[config.mk]
export PLATFORM = sky130hd
export DESIGN_NAME = hxc_back
export DESIGN_NICKNAME = d
export VERILOG_FILES = /design/src/rtl/hxc_pkg.sv /design/src/rtl/hxc_back.sv
export SDC_FILE = /design/constraint.sdc
export NUM_CORES = 2
export LEC_CHECK = 0
export ABC_AREA = 1
export ABC_CLOCK_PERIOD_IN_PS = 3560
export BUFFER_PORTS_ARGS = -buffer_cell sky130_fd_sc_hd__buf_4
export CORE_ASPECT_RATIO = 1.5
export CORE_MARGIN = 3
export CORE_UTILIZATION = 45
export CTS_CLUSTER_DIAMETER = 120
export DETAILED_ROUTE_END_ITERATION = 10
export GPL_TIMING_DRIVEN = 0
export SYNTH_ARGS = -nofsm -noshare
export SYNTH_HDL_FRONTEND = slang
export SYNTH_SLANG_ARGS = --single-unit
export TNS_END_PERCENT = 10
[constraint.sdc]
create_clock -name clk_i -period 3.56 [get_ports clk_i]
set_input_delay 0.178 -clock clk_i [delete_from_list [all_inputs] [get_ports clk_i]]
set_output_delay 0.178 -clock clk_i [all_outputs]
set_load 0.05 [all_outputs]
[src/rtl/hxc_pkg.sv]
`timescale 1ns / 1ps
`default_nettype none
// ----------------------------------------------------------------------------
// hxc_pkg
// Shared types, formats and matrix constants of the HSL / XYZ color converter.
// ----------------------------------------------------------------------------
package hxc_pkg;

  // Fixed-point formats
  localparam int FRAC_BITS     = 15;
  localparam int HUE_FRAC_BITS = 6;
  localparam int CBITS         = 16;
  localparam int XW            = FRAC_BITS + 2;
  localparam int SW            = FRAC_BITS + 1;
  localparam int HW            = 9 + HUE_FRAC_BITS;

  localparam int ONE    = 1 << FRAC_BITS;
  localparam int DEG60  = 60 << HUE_FRAC_BITS;
  localparam int DEG360 = 360 << HUE_FRAC_BITS;
  localparam int XMAX   = (1 << XW) - 1;

  // Divider sizing
  localparam int DEG60_W = $clog2(DEG60 + 1);
  localparam int HNUM_W  = SW + DEG60_W + 1;
  localparam int SNUM_W  = 2 * FRAC_BITS + 1;
  localparam int DIV_NW  = (SNUM_W > HNUM_W) ? SNUM_W : HNUM_W;
  localparam int DIV_DW  = (SW > DEG60_W) ? SW : DEG60_W;

  // Divider lanes
  localparam int LANES    = 2;
  localparam int LANE_SAT = 0;
  localparam int LANE_HUE = 1;

  // Ramp division by sixty degrees, which is 15 << (HUE_FRAC_BITS + 2):
  // shift out the power of two, then divide by 15 with a reciprocal multiply
  localparam int CP_W    = SW + DEG60_W;
  localparam int RCP_PRE = HUE_FRAC_BITS + 2;
  localparam int RCP_XW  = CP_W - RCP_PRE;
  localparam int RCP_SH  = FRAC_BITS + 9;
  localparam int RCP_MW  = RCP_SH - 3;
  localparam int RCP_PW  = RCP_XW + RCP_MW;
  localparam logic [RCP_MW-1:0] RCP_MUL =
    RCP_MW'(((64'd1 << RCP_SH) + 64'd14) / 64'd15);

  // Matrix product widths
  localparam int COEF_W = 19;
  localparam int RP_W   = COEF_W + XW + 1;
  localparam int RA_W   = RP_W + 2;
  localparam int XP_W   = CBITS + SW;
  localparam int XA_W   = XP_W + 2;

  // XYZ to linear RGB, Q2.16 signed
  localparam logic signed [COEF_W-1:0] TO_RGB [3][3] = '{
    '{ 19'sd200751, -19'sd91313, -19'sd31182},
    '{-19'sd63520,   19'sd122943, 19'sd2723},
    '{ 19'sd4448,   -19'sd14997,  19'sd70074}
  };

  // Linear RGB to XYZ, Q0.16 unsigned
  localparam logic [CBITS-1:0] TO_XYZ [3][3] = '{
    '{16'd28218, 16'd22384, 16'd11687},
    '{16'd14550, 16'd46311, 16'd4675},
    '{16'd1323,  16'd8490,  16'd61550}
  };

  typedef enum logic [1:0] {
    RAMP_RISE,
    RAMP_HIGH,
    RAMP_LOW
  } hxc_ramp_e;

  typedef enum logic [1:0] {
    SECT_RED,
    SECT_GREEN,
    SECT_BLUE
  } hxc_sect_e;

  typedef struct packed {
    logic          mode;
    logic [XW-1:0] in_x;
    logic [XW-1:0] in_y;
    logic [XW-1:0] in_z;
    logic [HW-1:0] in_hue;
    logic [SW-1:0] in_sat;
    logic [SW-1:0] in_light;
  } hxc_req_t;

  typedef struct packed {
    logic [HW-1:0] out_hue;
    logic [SW-1:0] out_sat;
    logic [SW-1:0] out_light;
    logic [XW-1:0] out_x;
    logic [XW-1:0] out_y;
    logic [XW-1:0] out_z;
    logic          range_error;
  } hxc_rsp_t;

  // Context that travels alongside the divider
  typedef struct packed {
    logic          mode;
    logic          range_error;
    logic          gray;
    hxc_sect_e     sector;
    logic          neg;
    logic [SW-1:0] light;
    logic [SW-1:0] ch0;
    logic [SW-1:0] ch1;
    logic [SW-1:0] ch2;
  } hxc_mid_t;

endpackage
`default_nettype wire

[src/rtl/hxc_back.sv]
`timescale 1ns / 1ps
`default_nettype none
// ----------------------------------------------------------------------------
// hxc_back
// Two stages after the divider: hue assembly, saturation clamp and RGB to
// XYZ products, then the sums and the output register.
// ----------------------------------------------------------------------------
module hxc_back import hxc_pkg::*; (
  input  wire               clk_i,
  input  wire               rst_ni,
  input  wire               en_i,
  input  wire               valid_i,
  input  hxc_mid_t          mid_i,
  input  wire [DIV_NW-1:0]  quo_i [LANES],
  output logic              valid_o,
  output hxc_rsp_t          rsp_o
);

  localparam logic signed [HW+1:0] D360 = (HW+2)'(DEG360);

  logic v1_q, v2_q;

  // Advance the valid chain
  always_ff @(posedge clk_i or negedge rst_ni) begin
    if (!rst_ni) begin
      v1_q <= 1'b0;
      v2_q <= 1'b0;
    end else if (en_i) begin
      v1_q <= valid_i;
      v2_q <= v1_q;
    end
  end

  // ---------------- stage 1: hue, saturation, channel products ----------------
  logic signed [HW+1:0] base1, hq1;
  logic [HW-1:0]        qh1, hue1_d, hue1_q;
  logic [SW-1:0]        sat1_d, sat1_q, light1_q;
  logic [SW-1:0]        ch1 [3];
  logic [XP_W-1:0]      xp1_d [3][3], xp1_q [3][3];
  logic                 mode1_q, err1_q;

  assign ch1[0] = mid_i.ch0;
  assign ch1[1] = mid_i.ch1;
  assign ch1[2] = mid_i.ch2;

  always_comb begin
    case (mid_i.sector)
      SECT_RED:   base1 = '0;
      SECT_GREEN: base1 = (HW+2)'(2 * DEG60);
      SECT_BLUE:  base1 = (HW+2)'(4 * DEG60);
      default:    base1 = '0;
    endcase
    qh1 = quo_i[LANE_HUE][HW-1:0];
    hq1 = mid_i.neg ? base1 - $signed({2'b00, qh1}) : base1 + $signed({2'b00, qh1});
    if (hq1 < 0) begin
      hq1 = hq1 + D360;
    end else if (hq1 >= D360) begin
      hq1 = hq1 - D360;
    end
    if (quo_i[LANE_SAT] > DIV_NW'(ONE)) begin
      sat1_d = SW'(ONE);
    end else begin
      sat1_d = quo_i[LANE_SAT][SW-1:0];
    end
    hue1_d = hq1[HW-1:0];
    // Gray has no hue and no saturation
    if (mid_i.gray) begin
      hue1_d = '0;
      sat1_d = '0;
    end
    for (int i = 0; i < 3; i++) begin
      for (int j = 0; j < 3; j++) begin
        xp1_d[i][j] = XP_W'(TO_XYZ[i][j]) * XP_W'(ch1[j]);
      end
    end
  end

  always_ff @(posedge clk_i) begin
    if (en_i) begin
      hue1_q   <= hue1_d;
      sat1_q   <= sat1_d;
      light1_q <= mid_i.light;
      xp1_q    <= xp1_d;
      mode1_q  <= mid_i.mode;
      err1_q   <= mid_i.range_error;
    end
  end

  // ---------------- stage 2: XYZ sums, output register ----------------
  logic [XA_W-1:0] acc2, rnd2;
  logic [XW-1:0]   xyz2 [3];
  hxc_rsp_t        rsp2_d, rsp2_q;

  always_comb begin
    for (int i = 0; i < 3; i++) begin
      acc2 = XA_W'(xp1_q[i][0]) + XA_W'(xp1_q[i][1]) + XA_W'(xp1_q[i][2]);
      rnd2 = (acc2 + XA_W'(1 << (CBITS - 1))) >> CBITS;
      xyz2[i] = (rnd2 > XA_W'(XMAX)) ? XW'(XMAX) : rnd2[XW-1:0];
    end
    rsp2_d = '0;
    if (!mode1_q) begin
      rsp2_d.out_hue   = hue1_q;
      rsp2_d.out_sat   = sat1_q;
      rsp2_d.out_light = light1_q;
    end else if (err1_q) begin
      rsp2_d.range_error = 1'b1;
    end else begin
      rsp2_d.out_x = xyz2[0];
      rsp2_d.out_y = xyz2[1];
      rsp2_d.out_z = xyz2[2];
    end
  end

  always_ff @(posedge clk_i) begin
    if (en_i) begin
      rsp2_q <= rsp2_d;
    end
  end

  assign valid_o = v2_q;
  assign rsp_o   = rsp2_q;

endmodule
`default_nettype wire

# After elaboration in Yosys (flattened, before gate mapping)
# Cells that the tools add are included.
# totals
word_cells	66
register_bits	414
# op_classes
mul	9
eq_ne	2
n_lt_le_gt_ge	6
add_sub_neg	13
reduce_logical	2
muxes	9
bitwise_logic	1
# ops
operator	n
$mul 13x16->29 const A	3
$add 33x16->34 const B	2
$mux 17	4
$mul 14x16->30 const A	2
$gt 18x17->1 const B	3
$mul 11x16->27 const A	2
$add 33x29->34	1
$add 34x16->34 const B	1
$add 30x32->33	1
$add 31x32->33	1
$add 32x30->33	1
$add 31x31->32	1
$mul 16x16->32 const A	1
$add 27x30->31	1
$gt 31x16->1 const B	1
$mul 15x16->31 const A	1
$mux 15	2
$pmux 14 s2	1
$add 17x16->17	1
$ge 17x16->1 const B	1
$lt 17x1->1 const B	1
$sub 17x16->17	1
$mux 16	1
$add 15x15->15 const B	1
6 further kinds	7

# Longest topological paths before layout
# depth
ltp_word	7
ltp_mapped	23
depth_no_buf	23

# Least setup slack after synthesis
# OpenSTA, ideal clock, no wires.
# synth_timing
path_type	in2reg
from	input mid_i[29] (netlist name)
to	register xp1_q[156] (netlist name), data pin
path_slack_ps	-1507
setup_time_ps	259
t_arrival_ps	4808
stages	21
cell_sequence	fa_1 inv_1 fa_1 fa_1 inv_1 fa_1 fa_1 inv_1 fa_1 inv_1 ha_1 nand2_1 nor2_1 inv_1 nor3_1 nand4_1 nand3_1 nand2_1 nand2_1 a21oi_1 xnor2_1
# synth_rtl
element	line_no	source
from (decl)	hxc_back.sv:13	input hxc_mid_t mid_i,
to (signal assigned)	hxc_back.sv:83	xp1_q <= xp1_d;
to (decl)	hxc_back.sv:39	logic [XP_W-1:0] xp1_d [3][3], xp1_q [3][3];

==> impl.org <==
** Outcome
- The flow ran to the end, but the final reports show violations.
- The checks that failed: setup timing.

** Synthesis
- Counting distinct cell types in the post-synthesis netlist gives 55.
- Syn avg cell area :: 9.70 um^2
- Post-synthesis net count :: 7356
- In the synthesized netlist the dominant register cell turns out to be sky130_fd_sc_hd__edfxtp_1.
- Total of warnings raised by yosys :: 0
- In this run, synthesis produced a sequential element count of 401.
- After synthesis, the share of flip-flops with an asynchronous set or reset is 0.499%.
- Number of synthesized flops with an enable pin :: 399
- In this run the cell area of the synthesized design comes to 53900 um^2.
- Of the synthesized area, sequential elements account for 22.3%.
- Number of instances in the synthesized netlist :: 5553

** Floorplanning
- The core region is roughly 120000 um^2.
- The die is 289 um wide.
- The floorplan step defined a die boundary enclosing 124000 um^2.
- Number of primary I/O pins :: 236
- Once the floorplan was initialized, standard cells occupied 45.6% of the core.
- From bottom edge to top edge, the die measures 430 um.
- In this run the core area contains 154 standard-cell rows.

** STA
- For this run, the top clock speed supported by timing is 218 MHz.
- Count of pins over their slew limit :: 0
- Worst hold slack across all endpoints :: approximately 0.046 ns
- Final setup margin :: -1.03 ns
- Max-slew headroom :: between 8 and 9%
- Endpoints failing setup :: 120
- Slew at the pin closest to its max-slew limit :: 1.38 ns
- The number of hold violations in the final report is 0.
- Subtracting the final worst setup slack from the clock period gives 4.59 ns.
- Crit share post-route :: 129%
- Worst Clk Skew :: 0.0606 ns
- Unrepaired setup endpoints after global routing :: yes

** Clocking
- Worst-skew pair later-pin latency :: 0.65 ns
- H-Tree Level Count :: 2
- In this run the clock root is driven by a sky130_fd_sc_hd__clkbuf_16.
- TritonCTS built the clock tree.
- Clock transition at the registers of the reported paths :: ~0.060 ns
- The longest clock path from root to sink contains 3 buffers.
- Total clock buffers created by CTS :: 47
- Sink count of the clock tree :: 401

** Global routing
- Global routing used 25.9% of the available tracks.
- Global route overflow :: 0
- Initial antenna violation count :: 7
- Entering global routing, the biggest net connects 116 pins.
- The first global-routing pass estimated 243 mm of wire.
- Via count of the first global-routing pass :: about 42000

** Final layout
- Compared with the post-synthesis result, the final layout area differs by 18.8%.
- Of the cells placed in the final design, the portion with a size suffix greater than 1 is 15.5%.
- The top cell types in the final layout, fill and taps aside, are sky130_fd_sc_hd__inv_1, sky130_fd_sc_hd__ha_1, sky130_fd_sc_hd__fa_1, sky130_fd_sc_hd__nand2_1, sky130_fd_sc_hd__edfxtp_1.
- After the last flow step, the layout net total stands at 7787.
- Most common cell after layout, fill and taps aside :: sky130_fd_sc_hd__inv_1

** Worst setup path
- Category of the most critical setup path :: in2reg
- For the worst setup path, the data required time is 3.91 ns.
- Along the worst path, the maximum fanout reaches 5.
- The worst setup path is captured at a register.
- The worst setup path is launched from an input pin.
- For the worst setup path, the data arrival time is about 5 ns.

** Route
- Number of design rule violations left after detail routing :: 0
- Number of DRC markers in iteration 0 :: 1883
- DR WL/cell :: 20.9 um
- Once detail routing completed, the nets flagged for antenna violations numbered 0.
- Wires add up to roughly 160 mm.
- The first detailed-routing pass took 5 iterations.
- The routed layout has 39600 vias.
- Via density per instance :: 5.22

** Worst hold path
- In this run the worst hold path is classified as in2reg.

** Place
- The congestion estimate from routability-driven global placement came to around 0.98.
- Detailed placement finished with a half-perimeter wire length of 135 mm.
- Buffers added on ports :: 219

** Run
- Max-cap violations in this run came to 0.
[state kept, by name, summed over array words and instances, names as in the netlist]
signal	count
v1_q	1
sat1_q	16
hue1_q	15
rsp_o	99
light1_q	16
err1_q	1
xp1_q	251
mode1_q	1
valid_o	1
[per-layer routing]
layer	wire (um)	vias up	part of all wire, %	track usage (%)
li1	-	19000	-	-
met1	59500	19400	37	29.3
met2	82400	908	52	47.4
met3	5660	354	3.6	2.42
met4	11300	2	7.1	14.5
met5	11	-	0.0069	0
[synth_stat cells (2+ instances only)]
cell,instances,share of area [%]
sky130_fd_sc_hd__inv_1,1274,8.9
sky130_fd_sc_hd__ha_1,1029,24
sky130_fd_sc_hd__fa_1,638,24
sky130_fd_sc_hd__nand2_1,567,3.9
sky130_fd_sc_hd__edfxtp_1,399,22
sky130_fd_sc_hd__a21oi_1,390,3.6
sky130_fd_sc_hd__nor2_1,340,2.4
sky130_fd_sc_hd__o21ai_0,197,1.8
sky130_fd_sc_hd__xor2_1,156,2.5
sky130_fd_sc_hd__nand3_1,124,1.2
sky130_fd_sc_hd__xnor2_1,88,1.4
sky130_fd_sc_hd__nand4_1,42,0.49
sky130_fd_sc_hd__nor3_1,39,0.36
sky130_fd_sc_hd__a21o_1,29,0.40
sky130_fd_sc_hd__a31oi_1,28,0.33
sky130_fd_sc_hd__o21ai_1,24,0.22
sky130_fd_sc_hd__o21bai_1,24,0.33
sky130_fd_sc_hd__nor4_1,18,0.21
sky130_fd_sc_hd__o21a_1,17,0.24
sky130_fd_sc_hd__clkbuf_1,12,0.084
sky130_fd_sc_hd__nand2_2,11,0.13
sky130_fd_sc_hd__a21boi_0,10,0.14
sky130_fd_sc_hd__inv_2,9,0.063
sky130_fd_sc_hd__o211ai_1,9,0.13
sky130_fd_sc_hd__a211oi_1,7,0.098
sky130_fd_sc_hd__a221oi_1,6,0.098
sky130_fd_sc_hd__nand3_2,6,0.11
sky130_fd_sc_hd__nor2_2,6,0.070
sky130_fd_sc_hd__a21boi_1,5,0.070
sky130_fd_sc_hd__a21oi_2,5,0.081
sky130_fd_sc_hd__o31ai_1,5,0.070
sky130_fd_sc_hd__nand3b_1,4,0.056
sky130_fd_sc_hd__o221ai_1,4,0.065
sky130_fd_sc_hd__a31o_2,3,0.049
sky130_fd_sc_hd__o2111ai_1,3,0.049
sky130_fd_sc_hd__o221a_2,3,0.063
sky130_fd_sc_hd__dfrtp_1,2,0.093
sky130_fd_sc_hd__o21ai_2,2,0.033
sky130_fd_sc_hd__or2_2,2,0.023
[layout make-up]
type                            instances  area (um^2)
Fill cell                           10500        54100
Clock buffer                           54         1200
Tap cell                             1560         1950
Buffer                                 15         75.1
Clock inverter                         34          378
Antenna cell                            4         10.0
Sequential cell                       401        12000
Multi-Input combinational cell       3853        40000
Inverter                             1284         4850
Timing Repair Buffer                  382         3510
[final timing paths]
kind	start	endpoint	slack (ns)	cells after the start
max reg2reg	xp1_q[44]$_DFFE_PP_	rsp_o[10]$_SDFFCE_PP0P_	0.21	13
max in group asynchronous	rst_ni	v1_q$_DFFE_PN0P_	3.05	3
max	mid_i[38]	xp1_q[285]$_DFFE_PP_	-1.03	20
min in group asynchronous	rst_ni	valid_o$_DFFE_PN0P_	0.39	3
min	quo_i[4]	hue1_q[4]$_SDFFCE_PP0P_	0.05	5
min reg2reg	v1_q$_DFFE_PN0P_	valid_o$_DFFE_PN0P_	0.52	2
[through the flow]
step                      cell area, um^2  util (%)  setup WS (ns)  std cells  setup TNS, ns
after floorplan                     54200         -          -1.17       5553         -86.69
after global placement              57800      48.9          -2.75       7332        -572.14
after detailed placement            57900      49.0          -2.61       7335        -235.20
after CTS                           62200      52.7          -1.04       7532         -73.49
after global routing                64000      54.2          -1.18       7584         -84.10
final                               64000      54.2          -1.03       7587         -67.72
[logic make-up after synthesis]
group / count (synthesis) / share of synthesized area, %
flops: 401 / 22.3
compound gates: 777 / 8.02
fa+ha+maj: 1667 / 47.6
xor+xnor: 245 / 4.00
buf+inv: 1299 / 9.06
simple gates: 1164 / 9.00
[worst max-delay path: stages]
cell	delay [ns]
sky130_fd_sc_hd__buf_16	0.12
sky130_fd_sc_hd__fa_1	0.59
sky130_fd_sc_hd__inv_2	0.05
sky130_fd_sc_hd__fa_1	0.57
sky130_fd_sc_hd__fa_2	0.48
sky130_fd_sc_hd__fa_1	0.53
sky130_fd_sc_hd__inv_1	0.05
sky130_fd_sc_hd__fa_1	0.47
sky130_fd_sc_hd__inv_1	0.05
sky130_fd_sc_hd__fa_1	0.49
sky130_fd_sc_hd__inv_2	0.05
sky130_fd_sc_hd__ha_4	0.31
sky130_fd_sc_hd__nand2_4	0.07
sky130_fd_sc_hd__nor4_4	0.16
sky130_fd_sc_hd__nand4_1	0.15
sky130_fd_sc_hd__nand3_2	0.13
sky130_fd_sc_hd__nand3_2	0.09
sky130_fd_sc_hd__nand2_4	0.10
sky130_fd_sc_hd__a31oi_1	0.10
sky130_fd_sc_hd__xor2_1	0.17
[repair_timing]
action                                  in CTS  in global routing
hold buffers                                48                  0
endpoints found under the setup margin     156                168
pin swaps                                   98                135
cloned                                       0                  1
hold endpoints to repair                    48                  0
setup buffers                               61                 50
resized for setup                          365                301
Power is left out: the tool's default activity adds up to more than one toggle a clock period on the data nets, which glitch-free logic cannot reach.
